[src/hdl/assert_macros.svh]
// Assertion macros shared by the RTL of the multiset bag engine.
// Each macro expects signals named clk and rst_n in the including module.
`ifndef ASSERT_MACROS_SVH
`define ASSERT_MACROS_SVH
`ifndef SYNTH
`define ASSERT_ALWAYS(lbl, expr) \
  lbl: assert property (@(posedge clk) disable iff (!rst_n) (expr)) \
    else $error("assertion failed");
`define ASSERT_IMPLIES(lbl, ante, cons) \
  lbl: assert property (@(posedge clk) disable iff (!rst_n) (ante) |-> (cons)) \
    else $error("assertion failed");
`define ASSERT_NEXT(lbl, ante, cons) \
  lbl: assert property (@(posedge clk) disable iff (!rst_n) (ante) |=> (cons)) \
    else $error("assertion failed");
`else
`define ASSERT_ALWAYS(lbl, expr)
`define ASSERT_IMPLIES(lbl, ante, cons)
`define ASSERT_NEXT(lbl, ante, cons)
`endif
`endif

[src/hdl/mbe_pkg.sv]
// Package of the multiset bag engine: capacities, derived widths, codes and
// the payload structs of both channels. It depends on nothing else.
package mbe_pkg;

  localparam int DISTINCT_MAX = 16;
  localparam int BAG_MAX      = 64;
  localparam int VALUE_BITS   = 32;

  localparam int ELEM_W    = 32;
  localparam int CNT_OUT_W = 7;

  // Only the low bits that take part in comparisons are stored.
  localparam int CMP_W  = (VALUE_BITS < ELEM_W) ? VALUE_BITS : ELEM_W;
  localparam int DIDX_W = $clog2(DISTINCT_MAX);
  localparam int DCNT_W = $clog2(DISTINCT_MAX + 1);
  localparam int SIDX_W = $clog2(BAG_MAX);
  localparam int SCNT_W = $clog2(BAG_MAX + 1);
  localparam int PTR_W  = (DCNT_W > SCNT_W) ? DCNT_W : SCNT_W;

  localparam logic [1:0] OP_ADD    = 2'd0;
  localparam logic [1:0] OP_REMOVE = 2'd1;
  localparam logic [1:0] OP_SEARCH = 2'd2;
  localparam logic [1:0] OP_COUNT  = 2'd3;

  localparam logic [1:0] ST_DONE   = 2'd0;
  localparam logic [1:0] ST_ABSENT = 2'd1;
  localparam logic [1:0] ST_FULL   = 2'd2;

  typedef struct packed {
    logic [1:0]               op;
    logic signed [ELEM_W-1:0] elem_value;
  } in_item_t;

  typedef struct packed {
    logic [1:0]           status;
    logic                 present;
    logic [CNT_OUT_W-1:0] occurrences;
    logic [CNT_OUT_W-1:0] total_count;
    logic                 is_empty;
  } out_item_t;

  // Fits a slot count into the result field, truncating or zero extending.
  function automatic logic [CNT_OUT_W-1:0] cnt_out(input logic [SCNT_W-1:0] x);
    logic [CNT_OUT_W+SCNT_W-1:0] w;
    w = '0;
    w[SCNT_W-1:0] = x;
    return w[CNT_OUT_W-1:0];
  endfunction

endpackage

[src/hdl/mbe_ram.sv]
// Generic single write port, single read port RAM with registered read data.
// Used for both tables of the multiset bag engine; no package dependency.
module mbe_ram #(
  parameter int WIDTH = 8,
  parameter int DEPTH = 16
) (
  input  logic                     clk,
  input  logic                     we,
  input  logic [$clog2(DEPTH)-1:0] waddr,
  input  logic [WIDTH-1:0]         wdata,
  input  logic [$clog2(DEPTH)-1:0] raddr,
  output logic [WIDTH-1:0]         rdata
);

  logic [WIDTH-1:0] mem [DEPTH];

  always_ff @(posedge clk) begin
    if (we) begin
      mem[waddr] <= wdata;
    end
    rdata <= mem[raddr];
  end

endmodule

[src/hdl/multiset_bag_engine_unit.sv]
// Multiset bag engine: one operation (add, remove, search, count) per item on
// a bag of up to BAG_MAX occurrences of up to DISTINCT_MAX distinct values.
// Uses mbe_pkg, mbe_ram and assert_macros.svh.
//
// The block accepts no new item until its result is loaded into the output
// register; a result waiting there does not block the next transfer in. Both
// tables live in RAMs with registered reads and every pass walks one entry
// per cycle over the fill levels D (distinct values) and S (slots): search,
// count and add do a value lookup and a count pass, and a remove of a present
// value does the lookup, a first-slot search, a recount, and a renumbering
// pass when the last occurrence of a value goes. No clearing pass is needed
// after reset: entries are only read once they have been written.
`include "assert_macros.svh"

module multiset_bag_engine_unit (
  input  logic               clk,
  input  logic               rst_n,
  input  logic               in_valid,
  output logic               in_stall,
  input  mbe_pkg::in_item_t  in_data,
  output logic               out_valid,
  input  logic               out_stall,
  output mbe_pkg::out_item_t out_data
);

  localparam logic [3:0] S_IDLE  = 4'd0;
  localparam logic [3:0] S_FIND  = 4'd1;
  localparam logic [3:0] S_CNT   = 4'd2;
  localparam logic [3:0] S_POS   = 4'd3;
  localparam logic [3:0] S_LAST  = 4'd4;
  localparam logic [3:0] S_MOVE  = 4'd5;
  localparam logic [3:0] S_DLAST = 4'd6;
  localparam logic [3:0] S_DMOVE = 4'd7;
  localparam logic [3:0] S_RENUM = 4'd8;
  localparam logic [3:0] S_OUT   = 4'd9;

  logic [3:0]                   state_r, state_nxt;
  logic [1:0]                   op_r, op_nxt;
  logic [mbe_pkg::CMP_W-1:0]    val_r, val_nxt;
  logic [mbe_pkg::DCNT_W-1:0]   dcnt_r, dcnt_nxt;
  logic [mbe_pkg::SCNT_W-1:0]   scnt_r, scnt_nxt;
  logic [mbe_pkg::PTR_W-1:0]    ptr_r, ptr_nxt;
  logic                         pend_r, pend_nxt;
  logic [mbe_pkg::PTR_W-1:0]    pidx_r, pidx_nxt;
  logic                         found_r, found_nxt;
  logic [mbe_pkg::DIDX_W-1:0]   idx_r, idx_nxt;
  logic [mbe_pkg::SCNT_W-1:0]   cnt_r, cnt_nxt;
  logic [mbe_pkg::SIDX_W-1:0]   pos_r, pos_nxt;
  logic [1:0]                   status_r, status_nxt;
  logic                         out_valid_r, out_valid_nxt;
  mbe_pkg::out_item_t           out_r, out_nxt;

  logic                         d_we;
  logic [mbe_pkg::DIDX_W-1:0]   d_waddr, d_raddr;
  logic [mbe_pkg::CMP_W-1:0]    d_wdata, d_rdata;
  logic                         s_we;
  logic [mbe_pkg::SIDX_W-1:0]   s_waddr, s_raddr;
  logic [mbe_pkg::DIDX_W-1:0]   s_wdata, s_rdata;

  logic                         scanning, issue, scan_end;
  logic [mbe_pkg::PTR_W-1:0]    scan_limit;
  logic [mbe_pkg::DCNT_W-1:0]   dcnt_m1;
  logic [mbe_pkg::SCNT_W-1:0]   scnt_m1;
  logic [mbe_pkg::DIDX_W-1:0]   d_last;
  logic [mbe_pkg::SIDX_W-1:0]   s_last;
  logic                         d_hit, s_hit, s_hit_last;
  logic                         d_full, s_full;
  logic                         f_hit;
  logic [mbe_pkg::DIDX_W-1:0]   f_idx;

  mbe_ram #(.WIDTH(mbe_pkg::CMP_W), .DEPTH(mbe_pkg::DISTINCT_MAX)) u_distinct (
    .clk   (clk),
    .we    (d_we),
    .waddr (d_waddr),
    .wdata (d_wdata),
    .raddr (d_raddr),
    .rdata (d_rdata)
  );

  mbe_ram #(.WIDTH(mbe_pkg::DIDX_W), .DEPTH(mbe_pkg::BAG_MAX)) u_slots (
    .clk   (clk),
    .we    (s_we),
    .waddr (s_waddr),
    .wdata (s_wdata),
    .raddr (s_raddr),
    .rdata (s_rdata)
  );

  assign in_stall  = (state_r != S_IDLE);
  assign out_valid = out_valid_r;
  assign out_data  = out_r;

  assign dcnt_m1 = dcnt_r - 1'b1;
  assign scnt_m1 = scnt_r - 1'b1;
  assign d_last  = dcnt_m1[mbe_pkg::DIDX_W-1:0];
  assign s_last  = scnt_m1[mbe_pkg::SIDX_W-1:0];
  assign d_full  = (dcnt_r >= mbe_pkg::DISTINCT_MAX);
  assign s_full  = (scnt_r >= mbe_pkg::BAG_MAX);

  // Read data always belongs to the read issued in the previous cycle (pidx_r).
  assign d_hit      = pend_r && (d_rdata == val_r);
  assign s_hit      = pend_r && (s_rdata == idx_r);
  assign s_hit_last = pend_r && (s_rdata == d_last);
  assign f_hit      = d_hit;
  assign f_idx      = d_hit ? pidx_r[mbe_pkg::DIDX_W-1:0] : dcnt_r[mbe_pkg::DIDX_W-1:0];

  always_comb begin
    scan_limit = '0;
    if (state_r == S_FIND) begin
      scan_limit[mbe_pkg::DCNT_W-1:0] = dcnt_r;
    end else begin
      scan_limit[mbe_pkg::SCNT_W-1:0] = scnt_r;
    end
  end

  assign scanning = (state_r inside {S_FIND, S_CNT, S_POS, S_RENUM});
  assign issue    = scanning && (ptr_r < scan_limit);
  assign scan_end = !issue && !pend_r;

  always_comb begin
    state_nxt     = state_r;
    op_nxt        = op_r;
    val_nxt       = val_r;
    dcnt_nxt      = dcnt_r;
    scnt_nxt      = scnt_r;
    ptr_nxt       = issue ? ptr_r + 1'b1 : ptr_r;
    pend_nxt      = issue;
    pidx_nxt      = ptr_r;
    found_nxt     = found_r;
    idx_nxt       = idx_r;
    cnt_nxt       = cnt_r;
    pos_nxt       = pos_r;
    status_nxt    = status_r;
    out_valid_nxt = out_valid_r && out_stall;
    out_nxt       = out_r;
    d_we          = 1'b0;
    d_waddr       = idx_r;
    d_wdata       = val_r;
    d_raddr       = ptr_r[mbe_pkg::DIDX_W-1:0];
    s_we          = 1'b0;
    s_waddr       = pos_r;
    s_wdata       = idx_r;
    s_raddr       = ptr_r[mbe_pkg::SIDX_W-1:0];

    case (state_r)
      S_IDLE: begin
        if (in_valid) begin
          op_nxt    = in_data.op;
          val_nxt   = in_data.elem_value[mbe_pkg::CMP_W-1:0];
          ptr_nxt   = '0;
          pend_nxt  = 1'b0;
          state_nxt = S_FIND;
        end
      end

      S_FIND: begin
        if (d_hit || scan_end) begin
          found_nxt  = f_hit;
          idx_nxt    = f_idx;
          cnt_nxt    = '0;
          ptr_nxt    = '0;
          pend_nxt   = 1'b0;
          status_nxt = mbe_pkg::ST_DONE;
          case (op_r)
            mbe_pkg::OP_ADD: begin
              if ((!f_hit && d_full) || s_full) begin
                status_nxt = mbe_pkg::ST_FULL;
                state_nxt  = f_hit ? S_CNT : S_OUT;
              end else begin
                if (!f_hit) begin
                  d_we      = 1'b1;
                  d_waddr   = f_idx;
                  d_wdata   = val_r;
                  dcnt_nxt  = dcnt_r + 1'b1;
                  found_nxt = 1'b1;
                end
                s_we      = 1'b1;
                s_waddr   = scnt_r[mbe_pkg::SIDX_W-1:0];
                s_wdata   = f_idx;
                scnt_nxt  = scnt_r + 1'b1;
                state_nxt = S_CNT;
              end
            end
            mbe_pkg::OP_REMOVE: begin
              if (!f_hit) begin
                status_nxt = mbe_pkg::ST_ABSENT;
                state_nxt  = S_OUT;
              end else begin
                state_nxt = S_POS;
              end
            end
            default: begin
              if (!f_hit) begin
                status_nxt = mbe_pkg::ST_ABSENT;
                state_nxt  = S_OUT;
              end else begin
                state_nxt = S_CNT;
              end
            end
          endcase
        end
      end

      S_CNT: begin
        if (s_hit) begin
          cnt_nxt = cnt_r + 1'b1;
        end
        if (scan_end) begin
          // A remove that took the last occurrence goes on to drop the value.
          if ((op_r == mbe_pkg::OP_REMOVE) && (cnt_r == '0)) begin
            state_nxt = S_DLAST;
          end else begin
            state_nxt = S_OUT;
          end
        end
      end

      S_POS: begin
        if (s_hit) begin
          pos_nxt   = pidx_r[mbe_pkg::SIDX_W-1:0];
          pend_nxt  = 1'b0;
          state_nxt = S_LAST;
        end else if (scan_end) begin
          ptr_nxt   = '0;
          cnt_nxt   = '0;
          state_nxt = S_CNT;
        end
      end

      S_LAST: begin
        s_raddr   = s_last;
        state_nxt = S_MOVE;
      end

      S_MOVE: begin
        s_we      = 1'b1;
        s_waddr   = pos_r;
        s_wdata   = s_rdata;
        scnt_nxt  = scnt_m1;
        ptr_nxt   = '0;
        pend_nxt  = 1'b0;
        cnt_nxt   = '0;
        state_nxt = S_CNT;
      end

      S_DLAST: begin
        if (idx_r == d_last) begin
          // The freed entry is the last one: nothing has to move.
          dcnt_nxt  = dcnt_m1;
          found_nxt = 1'b0;
          state_nxt = S_OUT;
        end else begin
          d_raddr   = d_last;
          state_nxt = S_DMOVE;
        end
      end

      S_DMOVE: begin
        d_we      = 1'b1;
        d_waddr   = idx_r;
        d_wdata   = d_rdata;
        ptr_nxt   = '0;
        pend_nxt  = 1'b0;
        state_nxt = S_RENUM;
      end

      S_RENUM: begin
        if (s_hit_last) begin
          s_we    = 1'b1;
          s_waddr = pidx_r[mbe_pkg::SIDX_W-1:0];
          s_wdata = idx_r;
        end
        if (scan_end) begin
          dcnt_nxt  = dcnt_m1;
          found_nxt = 1'b0;
          state_nxt = S_OUT;
        end
      end

      S_OUT: begin
        if (!out_valid_r || !out_stall) begin
          out_valid_nxt       = 1'b1;
          out_nxt.status      = status_r;
          out_nxt.present     = found_r;
          out_nxt.occurrences = found_r ? mbe_pkg::cnt_out(cnt_r) : '0;
          out_nxt.total_count = mbe_pkg::cnt_out(scnt_r);
          out_nxt.is_empty    = (scnt_r == '0);
          state_nxt           = S_IDLE;
        end
      end

      default: begin
        state_nxt = S_IDLE;
      end
    endcase
  end

  always_ff @(posedge clk) begin
    if (!rst_n) begin
      state_r     <= S_IDLE;
      dcnt_r      <= '0;
      scnt_r      <= '0;
      pend_r      <= 1'b0;
      out_valid_r <= 1'b0;
    end else begin
      state_r     <= state_nxt;
      dcnt_r      <= dcnt_nxt;
      scnt_r      <= scnt_nxt;
      pend_r      <= pend_nxt;
      out_valid_r <= out_valid_nxt;
    end
  end

  always_ff @(posedge clk) begin
    op_r     <= op_nxt;
    val_r    <= val_nxt;
    ptr_r    <= ptr_nxt;
    pidx_r   <= pidx_nxt;
    found_r  <= found_nxt;
    idx_r    <= idx_nxt;
    cnt_r    <= cnt_nxt;
    pos_r    <= pos_nxt;
    status_r <= status_nxt;
    out_r    <= out_nxt;
  end

  `ASSERT_ALWAYS(a_slot_cap, scnt_r <= mbe_pkg::BAG_MAX)
  `ASSERT_ALWAYS(a_distinct_cap, dcnt_r <= mbe_pkg::DISTINCT_MAX)
  `ASSERT_IMPLIES(a_distinct_has_slot, state_r == S_IDLE, dcnt_r <= scnt_r)
  `ASSERT_NEXT(a_accept_starts_lookup, in_valid && !in_stall, state_r == S_FIND)

endmodule
[config.mk]
export PLATFORM = sky130hd
export DESIGN_NAME = multiset_bag_engine_unit
export DESIGN_NICKNAME = d
export VERILOG_FILES = /design/src/hdl/mbe_pkg.sv /design/src/hdl/mbe_ram.sv /design/src/hdl/multiset_bag_engine_unit.sv
export VERILOG_INCLUDE_DIRS = /design/src /design/src/hdl
export SDC_FILE = /design/constraint.sdc
export NUM_CORES = 1
export LEC_CHECK = 0
export BUFFER_PORTS_ARGS = -buffer_cell sky130_fd_sc_hd__buf_2
export CORE_MARGIN = 1.5
export CORE_UTILIZATION = 40
export CTS_CLUSTER_SIZE = 10
export DETAILED_ROUTE_END_ITERATION = 12
export SETUP_SLACK_MARGIN = 0.05
export SLEW_MARGIN = 20
export SYNTH_ARGS = -nofsm -noshare
export SYNTH_HDL_FRONTEND = slang
export SYNTH_SLANG_ARGS = --single-unit
[constraint.sdc]
create_clock -name clk -period 7.52 [get_ports clk]
set_input_delay 0.752 -clock clk [delete_from_list [all_inputs] [get_ports clk]]
set_output_delay 0.752 -clock clk [all_outputs]
set_load 0.005 [all_outputs]
Word-level counts from Yosys, hierarchy flattened

Memory sizes are Yosys's and may differ from the RTL's. A register that Yosys moved wholly into a read port is not among the register bits.
Index checks and enable logic that the tools add are counted.

Flip-flop bits (word level): 103
Memories: 2
Logic and storage cells: 178
Memory bits (writable): 768

$add $sub $neg: 6
Order comparisons: 3
Reductions and logical operators: 35
Mux-type cells: 86
Equal/unequal tests: 27

Memories:

| name           | words | bits a word | rd ports | clocked after Yosys merged registers in | wr ports | RTL line      | text |
|---|---|---|---|---|---|---|---|
| u_distinct.mem | 16    | 32          | 1        | 1                                       | 1        | mbe_ram.sv:15 | `logic [WIDTH-1:0] mem [DEPTH];` |
| u_slots.mem    | 64    | 4           | 1        | 1                                       | 1        | mbe_ram.sv:15 |  |

Operators with widths:

| kind                  | count |
|---|---|
| $mux W4               | 23 |
| $mux W7               | 12 |
| $pmux W7 S4           | 2 |
| $pmux W4 S10          | 1 |
| $mux W5               | 7 |
| $eq A32 B32 Y1        | 1 |
| $mux W32              | 1 |
| $mux W6               | 5 |
| $mux W1               | 23 |
| $add A7 B1 Y7 const B | 3 |
| $ne A2 B2 Y1 const B  | 10 |
| $eq A4 B3 Y1 const B  | 4 |
| $pmux W4 S2           | 2 |
| $pmux W5 S3           | 1 |
| $logic_not A7 Y1      | 2 |
| $pmux W7 S2           | 1 |
| $eq A4 B4 Y1          | 3 |
| $pmux W6 S2           | 1 |
| $reduce_bool A4 Y1    | 3 |
| $eq A4 B2 Y1 const B  | 2 |
| $eq A4 B4 Y1 const B  | 2 |
| $logic_and A1 B1 Y1   | 8 |
| $reduce_and A2 Y1     | 4 |
| $reduce_and A4 Y1     | 2 |
| 24 further kinds      | 34 |

Depth between registers and ports, before layout

Gate-level depths: netlist of the first run.

Depth after elaboration: 11
Gate-level depth with buffers: 18
Mapped depth without buffers: 13

Modules after synthesis

A second synthesis of the first run with hierarchy kept.

Cells, all modules: 1,913
Area, all modules: 35,964.5 um^2

By module, submodules not included:

| module                   | cells an instance | instances | seq. area each (um^2) | area an instance (um^2) |
|---|---|---|---|---|
| mbe_ram at u_distinct    | 838               | 1         | 16,015.4              | 19,835.3 |
| mbe_ram at u_slots       | 531               | 1         | 7,767.4               | 10,337.4 |
| multiset_bag_engine_unit | 544               | 1         | 2,782.7               | 5,791.8 |

Worst setup path after synthesis of the first run

OpenSTA, ideal clock, no wires.

Kind: flip-flop to flip-flop
Start: register state_r[3]
End: memory u_slots.mem[0][1] (netlist bit), data pin
Arrival: 5,724 ps
Setup slack: 1,094 ps
Stages on the path, launching flop included: 16
Clock period less this slack: 6,426 ps
Library setup time: 702 ps
Data required time: 6,818 ps
Cell sequence: dfxtp_1 -> buf_2 -> nor4b_4 -> clkbuf_1 -> mux2i_1 -> ha_1 -> a21o_1 -> a21o_1 -> a2111oi_0 -> o211a_1 -> buf_2 -> o21a_1 -> o21ai_0 -> and2_1 -> clkbuf_1 -> o21ai_0

Cells in the longest elaborated chain, start to end: 9

RTL lines:

| element                            | RTL line                                                                                          | text |
|---|---|---|
| start, declared                    | multiset_bag_engine_unit.sv:37                                                                    | `logic [3:0] state_r, state_nxt;` |
| start signal, assigned             | multiset_bag_engine_unit.sv:306                                                                   | `state_r <= state_nxt;` |
| $eq A4 B1 Y1                       | multiset_bag_engine_unit.sv:109, multiset_bag_engine_unit.sv:116, multiset_bag_engine_unit.sv:145 |  |
| $mux W5 or $mux W2 (tied branches) | multiset_bag_engine_unit.sv:109                                                                   | `if (state_r == S_FIND) begin` |
| $lt A7 B7 Y1                       | multiset_bag_engine_unit.sv:117                                                                   | `assign issue = scanning && (ptr_r < scan_limit);` |
| $logic_and A1 B1 Y1                | multiset_bag_engine_unit.sv:117                                                                   |  |
| $logic_not A1 Y1                   | multiset_bag_engine_unit.sv:118                                                                   | `assign scan_end = !issue && !pend_r;` |
| $logic_and A1 B1 Y1                | multiset_bag_engine_unit.sv:118                                                                   |  |
| $logic_or A1 B1 Y1                 | multiset_bag_engine_unit.sv:157                                                                   | `if (d_hit \|\| scan_end) begin` |
| $mux W4                            | multiset_bag_engine_unit.sv:157                                                                   |  |
| $pmux W4 S2 (*)                    | multiset_bag_engine_unit.sv:145                                                                   | `case (state_r)` |
| net s_wdata, one bit               | multiset_bag_engine_unit.sv:58                                                                    | `logic [mbe_pkg::DIDX_W-1:0] s_wdata, s_rdata;` |
| end, declared                      | mbe_ram.sv:15                                                                                     |  |

The timed path passes the listed nets; every way through them passes the cells marked *.

Final worst setup path of the first run

Start: register state_r[0]
End: memory u_slots.mem[54][2] (netlist bit), enable pin

Cells in the longest elaborated chain, start to end: 11

RTL lines:

| element                            | RTL line                                                                                          | text |
|---|---|---|
| $eq A4 B1 Y1                       | multiset_bag_engine_unit.sv:109, multiset_bag_engine_unit.sv:116, multiset_bag_engine_unit.sv:145 |  |
| $mux W5 or $mux W2 (tied branches) | multiset_bag_engine_unit.sv:109                                                                   |  |
| $lt A7 B7 Y1                       | multiset_bag_engine_unit.sv:117                                                                   |  |
| $logic_and A1 B1 Y1                | multiset_bag_engine_unit.sv:117                                                                   |  |
| $logic_not A1 Y1                   | multiset_bag_engine_unit.sv:118                                                                   |  |
| $logic_and A1 B1 Y1                | multiset_bag_engine_unit.sv:118                                                                   |  |
| $logic_or A1 B1 Y1                 | multiset_bag_engine_unit.sv:157                                                                   |  |
| $mux W1                            | multiset_bag_engine_unit.sv:157                                                                   |  |
| $pmux W1 S3                        | multiset_bag_engine_unit.sv:145                                                                   |  |
| $mux W1                            | mbe_ram.sv:18                                                                                     | `if (we) begin` |
| $mux W1 (implied by the code)      | mbe_ram.sv:19                                                                                     | `mem[waddr] <= wdata;` |

Several ways; a longest one is shown, not always the timed one.

==> results of run 1 <==
## how the worst min path moves through the flow
stage	depth (start not counted)	endpoint	slack, ns	start
floorplan	0	pidx_r[0]	0.35	pidx_nxt[0]
global route	1	op_r[1]	0.24	in_data[33]
CTS	1	val_r[21]	0.23	in_data[21]
detailed placement	0	out_data[16]	0.41	status_r[0]
finish	1	op_r[1]	0.27	in_data[33]
global placement	0	out_data[17]	0.43	status_r[1]
## layer usage
layer	global-route usage, %	vias up	wire, um
met1	22.7	10700	36900
met4	6.01	0	2360
met5	0	-	0
met3	2.51	155	3700
met2	30.5	539	43200
li1	-	9708	-
## registers in the layout, indices dropped and copies added (netlist names), 5 cells and up
register          count
u_distinct.mem      512
cnt_r                 7
pos_r                 6
u_slots.mem         256
pidx_r                6
val_r                32
dcnt_r                5
out_data             18
u_distinct.rdata     32
scnt_r                7
pidx_nxt              7
## metrics by stage
step                instances  setup WS, ns  hold WS, ns
floorplan                2518          1.09        0.354
global placement         3728          1.99        0.425
detailed placement       3735          1.90        0.406
CTS                      3913          1.86        0.227
global route             3915          1.38        0.238
finish                   3915          1.82        0.266
## kinds of logic after synthesis
family	count (synthesis)	synth area share, %
DFF	907	70.1
and+or+nand+nor	597	7.22
muxes	495	13.1
AOI/OAI and AO/OA	278	5.13
buffers and inverters	160	2.31
xor gates and xnor gates	68	1.66
adders and majority gates	13	0.429
## cell type report
cell class / count / area, um^2 / share of cell area (%)
clock buffers: 174 / 2860 / 6.71
clock inverters: 4 / 53.8 / 0.126
inverters: 21 / 78.8 / 0.185
multi-input cells: 1451 / 10700 / 25.1
flip-flops and latches: 907 / 26600 / 62.2
well taps: 1254 / 1570 / 3.68
repair buffers: 104 / 848 / 1.99
## layout by cell type (no fill, tap or decap), drive strengths merged, types with 24 or more instances in the layout
master | Yosys | final
a211oi | 95 | 95
a21oi | 52 | 52
a311oi | 34 | 34
a31oi | 37 | 37
and2 | 80 | 80
buf | 67 | 104
clkbuf | 72 | 174
dfxtp | 67 | 67
edfxtp | 840 | 840
inv | 21 | 24
mux2i | 490 | 490
nand2 | 271 | 271
nor2 | 135 | 135
xnor2 | 49 | 49
## where the power goes
group          internal, W  switching, W
sequential         0.00611      0.000206
clock              0.00256       0.00186
combinational     0.000950       0.00184
## critical path: cells and delay by family (launching register included)
| family | cells | cell delay [ns] |
|---|---|---|
| AOI/OAI and AO/OA | 5 | 1.76 |
| muxes | 2 | 0.75 |
| and+or+nand+nor | 3 | 1.76 |
| adders and majority gates | 1 | 0.27 |
| DFF | 1 | 0.79 |
==> metrics.csv, run 1 <==
stage;metric;value;unit
routing;number of vias per cell;5.40;
critical_path;CP Launch Type;flop;
critical_path;CP Class;flop to flop;
clock_network;clock latency on the worst-skew pair;0.67;ns
timing;RSZ-0062 raised after global routing;no;
power;maximum vdd drop;0.337;mV
routing;drc violations;0;
timing;Worst slew margin;24.5;%
cells_and_area;antenna cells;0;
synthesis;Syn Area/Cell;15.0;um^2
placed_design;Area after DPL;39700;um^2
critical_path;critical path endpoint category;flop;
timing;minimum clock period;5.70;ns
critical_path;R2R cell count;11;
synthesis;Syn. warnings;0;
synthesis;register area share after synthesis;70.1;%
routing;1st-pass router iterations;5;
routing;Antenna Nets Post-Route;0;
floorplan;I/O pins;58;
cells_and_area;share of cells above drive strength 1;9.81;%
cells_and_area;Fillers;8216;
power;LEAKAGE;14.7;nW
clock_network;post-CTS resize count;0;
cells_and_area;Final Cell Area;42700;um^2
timing;Worst-Margin Slew;1.13;ns
run;Max Cap Viol;0;
floorplan;die width;311;um
critical_path;R2R Setup Slk;1.82;ns
synthesis;Unique masters post-synth;68;
clock_network;Num Clock Sinks;907;
clock_network;CTS Buf Count;101;
synthesis;Post-synth ARST share;0;%
timing;total negative slack;0;ns
cells_and_area;synthesis-to-finish area growth;12.7;%
clock_network;CTS tree;yes;
timing;Max Slew Vio Count;0;
critical_path;Crit. Startpoint;state_r[0];
timing;fmax;175;MHz
synthesis;Commonest cells post-synth;edfxtp_1 (840), mux2i_1 (489), nand2_1 (271), nor2_1 (135), a211oi_1 (95);
timing;clock skew;0.0257;ns
status;status;finished clean;
power;power per cell area;317;nW/um^2
critical_path;Slowest-stage cell, CP;dfxtp_1;
synthesis;synth top area cells;edfxtp_1 (67%), mux2i_1 (13%), dfxtp_1 (3.5%), nand2_1 (2.7%), a211oi_1 (1.9%);
floorplan;row count;112;
global_route;first-pass GRT wire length;130000;um
global_route;vias in the first global route;21400;
floorplan;Die H;311;um
critical_path;Setup crit end;u_slots.mem[54][2];
synthesis;Post-Syn Area;37900;um^2
synthesis;Post-synth EDFFs;840;
synthesis;area leader, netlist;edfxtp_1;
synthesis;Synth Flop Type;edfxtp_1;
critical_path;required time worst endpoint;7.84;ns
critical_path;CP Max Fanout;21;
clock_network;H-tree Lvls;3;
timing;number of setup violations in the final report;0;
global_route;largest net degree at the start of global routing;129;
clock_network;Root Buffer;clkbuf_16;
critical_path;worst reg2reg path startpoint;state_r[0];
placed_design;Post-DP HPWL;51300;um
cells_and_area;Final Core Density;45.6;%
routing;final wirelength;86100;um
critical_path;crit-path cells;nor4b_4 > mux2i_1 > ha_1 > a21o_1 > a21o_1 > a2111oi_0 > o211a_1 > o31a_1 > mux2i_1 > nand3b_1 > nor2_1;
critical_path;Worst EP arrival;6.02;ns
synthesis;syn_nets;2569;
synthesis;top-area cell type share of the netlist area;66.6;%
routing;DR iter-0 viols;1467;
placed_design;gpl congestion;0.852;
global_route;grt ovf;0;
clock_network;Post-CTS Hold Fix Bufs;0;
global_route;All-Layer GR Usage;17.6;%
timing;Final period util;75.8;%
floorplan;starting density of the core;40.5;%
critical_path;max incr delay on CP;0.79;ns
clock_network;post-CTS setup buffers;0;
floorplan;die area;96600;um^2
clock_network;clk slew on worst S/H paths;0.06;ns
global_route;initial antenna violation count;0;
critical_path;reg2reg end;u_slots.mem[54][2];
placed_design;# port buffers;57;
clock_network;Max clock buf depth;3;
timing;Final Hold Violating Endpoints;0;
synthesis;Syn Inst Count;2518;
power;Pwr Total;0.0135;W
floorplan;Core Box Area;93600;um^2
worst_hold_path;worst hold path type;input pin to flop;
cells_and_area;Total Nets Final;2637;
routing;Vias;21100;
synthesis;count leader, synth;edfxtp_1;
synthesis;Seq cells post-synth;907;
routing;average wire per standard cell;22.0;um
Note: power is estimated with default switching activity, not from simulation.
==> run 2: changes to the inputs <==
--- a/config.mk
+++ b/config.mk
@@ -6,6 +6,7 @@
 export SDC_FILE = /design/constraint.sdc
 export NUM_CORES = 1
 export LEC_CHECK = 0
+export ABC_AREA = 1
 export BUFFER_PORTS_ARGS = -buffer_cell sky130_fd_sc_hd__buf_2
 export CORE_MARGIN = 1.5
 export CORE_UTILIZATION = 40
==> constraint.sdc (replaced) <==
create_clock -name clk -period 4.6 [get_ports clk]
set_input_delay 0.46 -clock clk [delete_from_list [all_inputs] [get_ports clk]]
set_output_delay 0.46 -clock clk [all_outputs]
set_load 0.005 [all_outputs]
==> run 2 against run 1 <==
Net effect: clock skew grew 0.039 ns; power grew 72%; non-clock buffer count rose by 80; highest routed layer unchanged; register-to-register slack worse by 1.4 ns; die area increased by 1.0%; sequential cell count stayed put; area after synthesis rose by 1.0%; clock power grew 67%; worst hold slack lost 0.21 ns.
==> metrics.csv, run 2 <==
stage;metric;value;unit;change
cells_and_area;Total Nets Final;3642;;+38%
clock_network;CTS Buf Count;103;;+2.0%
routing;1st-pass router iterations;5;;unchanged
timing;Worst slew margin;26.5;%;+2.0 points
cells_and_area;Final Instance Count excl. Fillers;4929;;+26%
clock_network;Num Clock Sinks;907;;unchanged
critical_path;CP Max Fanout;14;;-33%
power;Switch Pwr;0.00739;W;+89%
critical_path;Worst EP arrival;4.54;ns;-1.48 ns
routing;final wirelength;95500;um;+11%
timing;fmax;237;MHz;+35%
critical_path;most numerous cell on the critical path;nand2_1;;
run;Max Cap Viol;0;;unchanged
worst_hold_path;worst hold path type;input pin to flop;;
floorplan;die width;312;um;+0.51%
global_route;All-Layer GR Usage;19.3;%;+1.7 points
timing;Worst-Margin Slew;1.10;ns;-0.0343 ns
floorplan;starting density of the core;40.3;%;-0.13 points
clock_network;post-CTS setup buffers;0;;unchanged
cells_and_area;synthesis-to-finish area growth;14.9;%;
critical_path;crit-path cells;xnor2_1 > nand2_1 > nor2_1 > nand2_1 > nor2_1 > nand3_2 > nand2_1 > inv_2 > nor2_4 > nand3_2 > o21ai_1 > nand3_1 > nor2_4 > buf_4;;
cells_and_area;share of cells above drive strength 1;9.50;%;-0.31 points
synthesis;post-synthesis compound-gate area fraction;7.53;%;+2.4 points
cells_and_area;max FFs per register;512;;unchanged
timing;Max Slew Vio Count;0;;unchanged
routing;average wire per standard cell;19.4;um;-12%
placed_design;Area after DPL;40600;um^2;+2.4%
critical_path;Slowest-stage cell, CP;nor2_1;;
synthesis;Post-Syn Area;38300;um^2;+1.0%
synthesis;Syn. warnings;0;;unchanged
synthesis;main combinational cell family by area after synthesis;simple AND/OR/NAND/NOR gates;;
synthesis;Synth Flop Type;edfxtp_1;;
power;sw frac;31.8;%;+2.9 points
global_route;vias in the first global route;24600;;+15%
power;maximum vdd drop;0.327;mV;-2.8%
synthesis;area leader, netlist;edfxtp_1;;
power;Logic pwr share;23.0;%;+2.4 points
synthesis;Seq cells post-synth;907;;unchanged
synthesis;top-area cell type share of the netlist area;65.9;%;-0.68 points
critical_path;required time worst endpoint;4.92;ns;-2.92 ns
cells_and_area;commonest non-fill, non-tap cell in the layout;nand2_1;;
power;Seq pwr share;45.1;%;-1.6 points
floorplan;Core Box Area;94900;um^2;+1.3%
global_route;largest net degree at the start of global routing;129;;unchanged
power;power per cell area;528;nW/um^2;+67%
cells_and_area;Storage cell area;26600;um^2;about the same
timing;number of setup violations in the final report;0;;unchanged
clock_network;clk slew on worst S/H paths;0.05;ns;about the same
power;Pint;0.0158;W;+65%
critical_path;max incr delay on CP;0.45;ns;-0.34 ns
critical_path;CP Class;flop to flop;;
floorplan;row count;113;;+0.89%
synthesis;Unique masters post-synth;44;;-35%
synthesis;count leader, synth;nand2_1;;
synthesis;Commonest cells post-synth;nand2_1 (1011), edfxtp_1 (840), nor2_1 (275), nand3_1 (270), inv_1 (256);;
cells_and_area;Fillers;8557;;+4.2%
routing;Antenna Nets Post-Route;0;;unchanged
timing;Final period util;91.7;%;+16 points
clock_network;H-tree Lvls;3;;unchanged
cells_and_area;Final Cell Area;44000;um^2;+3.1%
synthesis;syn_nets;3521;;+37%
synthesis;post-synthesis simple-gate area fraction;17.2;%;+10 points
critical_path;CP Launch Type;flop;;
power;part of the power in the clock network;31.9;%;-0.8 points
clock_network;CTS tree;yes;;
critical_path;critical path endpoint category;flop;;
floorplan;Die H;312;um;+0.51%
synthesis;synth top area cells;edfxtp_1 (66%), nand2_1 (9.9%), nand3_1 (3.5%), dfxtp_1 (3.5%), o21ai_0 (2.8%);;
clock_network;Root Buffer;clkbuf_16;;
placed_design;Post-DP HPWL;56700;um;+10%
power;Pwr Total;0.0232;W;+72%
power;LEAKAGE;16.4;nW;+11%
timing;RSZ-0062 raised after global routing;no;;
routing;drc violations;0;;unchanged
synthesis;Post-synth EDFFs;840;;unchanged
synthesis;Syn Inst Count;3470;;+38%
routing;DR iter-0 viols;2385;;+63%
synthesis;Post-Synth Adder-Cell Area;0.425;%;-0.0044 points
global_route;first-pass GRT wire length;146000;um;+12%
synthesis;xor/xnor share of the synthesized area;0.569;%;-1.1 points
placed_design;# port buffers;57;;unchanged
synthesis;Post-synth ARST share;0;%;unchanged
routing;Vias;25500;;+21%
cells_and_area;multi-input logic area;10200;um^2;-4.5%
synthesis;mux cell area share after synthesis;0.206;%;-13 points
timing;Final Hold Violating Endpoints;0;;unchanged
clock_network;clock latency on the worst-skew pair;0.69;ns;+0.02 ns
floorplan;die area;97600;um^2;+1.0%
synthesis;register area share after synthesis;69.4;%;-0.72 points
cells_and_area;register name with the most flops;u_distinct.mem;;
synthesis;Syn Area/Cell;11.0;um^2;-27%
timing;clock skew;0.0650;ns;+0.0393 ns
clock_network;Max clock buf depth;3;;unchanged
floorplan;I/O pins;58;;unchanged
routing;number of vias per cell;5.18;;-4.0%
timing;total negative slack;0;ns;unchanged
timing;minimum clock period;4.22;ns;-1.48 ns
placed_design;gpl congestion;0.847;;-0.58%
placed_design;Cells after DPL;4719;;+26%
cells_and_area;Largest regs;u_distinct.mem (512), u_slots.mem (256);;
cells_and_area;most frequent cells in the layout;nand2_1 (1009), edfxtp_1 (840), nand3_1 (266);;
global_route;grt ovf;0;;unchanged
global_route;initial antenna violation count;1;;+1
status;status;finished clean;;
## run 2: power by group through the flow
stage	registers, W	logic (W)	clock network [W]
3_3_place_gp	0.0106	0.00529	0
3_5_place_dp	0.0106	0.00531	0
6_report	0.0105	0.00535	0.00740
2_1_floorplan	0.0106	0.00339	0
4_1_cts	0.0105	0.00536	0.00754
5_1_grt	0.0105	0.00597	0.00783
## run 2: critical path, delay by kind of cell (launching register included)
family,cells,cell delay [ns]
and+or+nand+nor,10,2.43
AOI/OAI and AO/OA,1,0.33
DFF,1,0.41
xor gates and xnor gates,1,0.27
buffers and inverters,2,0.38
## run 2: worst paths after layout
check | from | to | slack (ns) | cells past startpoint
max | val_r[26] | u_distinct.mem[8][27] | 0.38 | 14
min | out_stall | out_valid | 0.05 | 3
max reg2reg | val_r[26] | u_distinct.mem[8][27] | 0.38 | 14
min reg2reg | pidx_r[4] | pos_r[4] | 0.45 | 0
## run 2: what timing repair did
item | CTS | global route
hold buffers | 32 | 0
endpoints found under the hold margin | 32 | 0
endpoints found under the setup margin | 44 | 515
gates resized for setup | 1 | 10
pin swaps | 0 | 0
## run 2: layout make-up
class | count | area share (%)
Inverter | 265 | 2.27
Sequential cell | 907 | 60.4
Timing Repair Buffer | 184 | 3.70
Multi-Input combinational cell | 2130 | 23.2
Clock buffer | 164 | 6.45
Clock inverter | 12 | 0.336
Tap cell | 1265 | 3.60
Antenna cell | 2 | 0.0114
## run 2: kinds of logic after synthesis
family,after synthesis
flops,907
xor+xnor,24
simple gates,1617
buf+inv,433
compound gates,469
mux,7
fa+ha+maj,13
## run 2: metrics by stage
| step | hold slack [ns] | setup WS [ns] | utilization, % |
|---|---|---|---|
| 3_3_place_gp | 0.431 | 0.167 | 42.8 |
| 3_5_place_dp | 0.418 | 0.0485 | 42.8 |
| 5_1_grt | 0.0317 | 0.0308 | 46.4 |
| 4_1_cts | 0.0152 | 0.0700 | 46.3 |
| 2_1_floorplan | 0.380 | 0.0859 | - |
| 6_report | 0.0537 | 0.382 | 46.4 |
## run 2: layer usage
metal  vias up  global-route usage (%)  wire, um
met3       126                    3.26      5720
li1      12300                       -         -
met4         0                    5.11      1870
met5         -                       0         0
met1     12400                    27.2     43700
met2       753                    30.9     44200
